--- src/hw/rtl/kslm_pkg.sv ---
// Shared types and constants for the k-way sorted list merge block.
// No dependencies; imported by every module of the block but kslm_ram.
package kslm_pkg;

    localparam int LISTS   = 8;
    localparam int DEPTH   = 256;

    localparam int LIST_W  = $clog2(LISTS);
    localparam int POS_W   = $clog2(DEPTH);
    localparam int CNT_W   = $clog2(DEPTH + 1);
    localparam int TOTAL_W = $clog2(LISTS * DEPTH + 1);
    localparam int ADDR_W  = $clog2(LISTS * DEPTH);
    localparam int DATA_W  = 32;

    typedef enum logic [1:0] {
        ACT_LOAD  = 2'd0,
        ACT_POP   = 2'd1,
        ACT_CLEAR = 2'd2
    } action_t;

    typedef enum logic {
        ST_IDLE,
        ST_REFILL
    } state_t;

    // result of the head comparison tree
    typedef struct packed {
        logic                     found;
        logic [LIST_W-1:0]        idx;
        logic signed [DATA_W-1:0] value;
    } sel_t;

endpackage

--- src/hw/rtl/kslm_min_select.sv ---
// Comparison tree over the cached list heads: smallest valid head, ties to lowest list.
// Depends on kslm_pkg.
module kslm_min_select
    import kslm_pkg::*;
(
    input  logic signed [DATA_W-1:0] heads [LISTS],
    input  logic [LISTS-1:0]         head_valid,
    output sel_t                     sel
);

    localparam int LEAVES = 2 ** LIST_W;
    localparam int NODES  = 2 * LEAVES - 1;

    sel_t node [NODES];

    // heap layout: node j has children 2j+1 (lower lists) and 2j+2
    always_comb
    begin
        for (int i = 0; i < LEAVES; i++)
        begin
            node[LEAVES-1+i].idx = LIST_W'(i);
            if (i < LISTS)
            begin
                node[LEAVES-1+i].found = head_valid[i];
                node[LEAVES-1+i].value = heads[i];
            end
            else
            begin
                node[LEAVES-1+i].found = 1'b0;
                node[LEAVES-1+i].value = '0;
            end
        end
        for (int j = LEAVES - 2; j >= 0; j--)
        begin
            if (node[2*j+2].found
                && (!node[2*j+1].found || node[2*j+2].value < node[2*j+1].value))
            begin
                node[j] = node[2*j+2];
            end
            else
            begin
                node[j] = node[2*j+1];
            end
        end
    end

    assign sel = node[0];

endmodule

--- config.mk ---
export PLATFORM = sky130hd
export DESIGN_NAME = kslm_min_select
export DESIGN_NICKNAME = d
export VERILOG_FILES = /design/src/hw/rtl/kslm_pkg.sv /design/src/hw/rtl/kslm_min_select.sv
export SDC_FILE = /design/constraint.sdc
export NUM_CORES = 1
export LEC_CHECK = 0
export ABC_AREA = 1
export ABC_CLOCK_PERIOD_IN_PS = 25200
export BUFFER_PORTS_ARGS = -buffer_cell sky130_fd_sc_hd__buf_2
export CAP_MARGIN = 10
export CORE_ASPECT_RATIO = 2
export CORE_UTILIZATION = 47
export DETAILED_ROUTE_END_ITERATION = 8
export PLACE_DENSITY = 0.88
export SYNTH_ARGS = -nofsm -noshare
export SYNTH_HDL_FRONTEND = slang
export SYNTH_SLANG_ARGS = --single-unit
--- constraint.sdc ---
create_clock -name vclk -period 25.2
set_input_delay 5.04 -clock vclk [all_inputs]
set_output_delay 5.04 -clock vclk [all_outputs]
set_load 0.03 [all_outputs]
==> metrics.txt <==
outcome finished, final reports clean; fin nets 2153; Hold Path Class in2out; combinational power share 1.000; Peak VDD IR roughly 0.000053 V; worst path arrival time between 10000 and 15000 ps; Worst path slowest cell nand2_2; vias in the first global route roughly 9800; Post-Layout Cell Count 1874; Max Cap Viol 0; Area Overhead vs Synth 20.1%; worst slew pin tran 1060 ps; delay-heaviest family, CP simple AND/OR/NAND/NOR gates; synthesized cell area about 7900 um^2; Final min period 17980 ps; detailed-route via count 10100; Routed Antenna Nets 0; worst-path fanout max between 60 and 70; critical path's most frequent cell nand2_1; DRC marker count from the first detailed-route iteration 370; top post-synthesis cells by area ha_1 (34%), nand2_1 (20%), o21ai_0 (11%), inv_1 (10%), a21oi_1 (8.2%); first-pass GRT wire length between 40 and 50 mm; CP required around 20000 ps; Slew Limit Fails 0; top-count cell post-synth nand2_1; Worst Hold Path Cells 6; count of final setup violators 0; clock share of power 0; row cnt 66; synth cell count leaders nand2_1 (425), ha_1 (217), inv_1 (212); synth warn 0; Core Util, Final 0.583; Die Wd between 90 and 100 um; Synth top area share 0.342; layout sequential cell count 0; post-synthesis cell type count 33; Initial Util 0.485; P_int approximately 0.15 mW; largest net degree at the start of global routing between 60 and 70; syn avg cell area roughly 5.6 um^2; largest area contributor in the netlist ha_1; core box area 16400 um^2; WL per Instance ~14 um; Pwr Density slightly above 50 nW/um^2; GPL Wtd Cong about 0.98; share of cells above drive strength 1 0.189; total track usage 0.300; Max-Slew Margin vs Limit 0.289; Tcrit/Tclk final 0.713; DIE AREA roughly 17000 um^2; RSZ-0062 raised after global routing no; Reg area 0 um^2; Hold Buf Count CTS 0; Vias/cell 5.40; initial antenna violation count 0; worst path bufs/invs 5; final wirelength ~27 mm; GRT overflow 0; Cell Count Post-Placement around 1900; final hold viol count 0; Final Cell Area roughly 9500 um^2; Multi-input gate area 6930 um^2; drt drc 0; part of the power in registers 0; Port Buffer Count 300; HP Start head_valid[0]; Area after DPL roughly 9500 um^2; Resize count post-CTS 0; Net Switching 0.341 mW; Die Y between 150 and 200 um; clock buf count 0; Pre-antenna DRT Iters 8; Setup crit end kind output port; Crit Path Category in2out; ant diodes 0; setup TNS 0 ps; slowest stage delay, CP 810 ps; synthesized net count roughly 1900; number of setup buffers added after CTS 0; Fill cells ~1700; Hold EP sel[35]; Seq/Total Area, Yosys 0; Sw Ratio 0.689; startpoint types input pin; fmax roughly 56 MHz; Post-DP HPWL around 24 mm; I/O pin cnt 300; leakage power between 5 and 6 nW; Gate Count Post-Synth between 1000 and 1500
==> power groups by stage <==
stage          logic [mW]  registers [mW]  clock network (mW)
2_1_floorplan       0.351               0                   0
3_3_place_gp        0.480               0                   0
3_5_place_dp        0.489               0                   0
4_1_cts             0.491               0                   0
5_1_grt             0.551               0                   0
6_report            0.495               0                   0
==> worst max-delay path by stage <==
| stage | start | to | slack [ps] | cells past startpoint |
|---|---|---|---|---|
| after floorplan | heads[255] | sel[32] | 9530 | 40 |
| after global placement | heads[133] | sel[19] | 7540 | 41 |
| after detailed placement | heads[133] | sel[33] | 7420 | 42 |
| after CTS | heads[133] | sel[33] | 7410 | 43 |
| after global routing | heads[165] | sel[6] | 6480 | 44 |
| final | heads[133] | sel[19] | 7220 | 44 |
==> placed cells by master, fill, tap and decap left out, types with 3 or more instances in the layout <==
cell type,synthesis,layout
nand3_1,64,64
inv_1,212,212
o21a_1,3,3
nor3_1,12,12
o221ai_1,4,4
nor2_1,67,67
nand2_1,425,424
a211oi_1,8,8
ha_1,217,217
nand2_2,2,3
nand4_1,18,18
nand3b_1,3,3
o21ai_0,176,176
a21oi_1,130,130
clkinv_1,3,3
buf_2,3,300
buf_4,0,5
==> cell type report <==
type                       count  share of cell area
multi-input combinational   1150               0.727
timing repair buffer         305               0.162
inverter                     215              0.0847
tap                          204              0.0268
==> per-stage QoR <==
| step | hold slack [ps] | setup slack (ps) | power [mW] |
|---|---|---|---|
| 2_1_floorplan | 10430 | 9530 | 0.351 |
| 3_3_place_gp | 10660 | 7540 | 0.480 |
| 3_5_place_dp | 10660 | 7420 | 0.489 |
| 4_1_cts | 10660 | 7410 | 0.491 |
| 5_1_grt | 10680 | 6480 | 0.551 |
| 6_report | 10660 | 7220 | 0.495 |
==> routing by layer <==
| layer | vias up | part of all wire | global-route usage |
|---|---|---|---|
| met5 | - | 0 | 0 |
| met4 | 0 | 0.070 | 0.201 |
| met3 | 113 | 0.043 | 0.0192 |
| met2 | 379 | 0.52 | 0.581 |
| met1 | 4411 | 0.37 | 0.296 |
| li1 | 5209 | - | - |
==> cell families after synthesis <==
logic type | after synthesis | share of synthesized area
buffers and inverters | 262 | 0.127
AND/OR/NAND/NOR | 600 | 0.311
AO/OA/AOI/OAI | 333 | 0.220
adder cells (fa/ha/maj) | 217 | 0.342
Power figures use the tool's default switching activity.
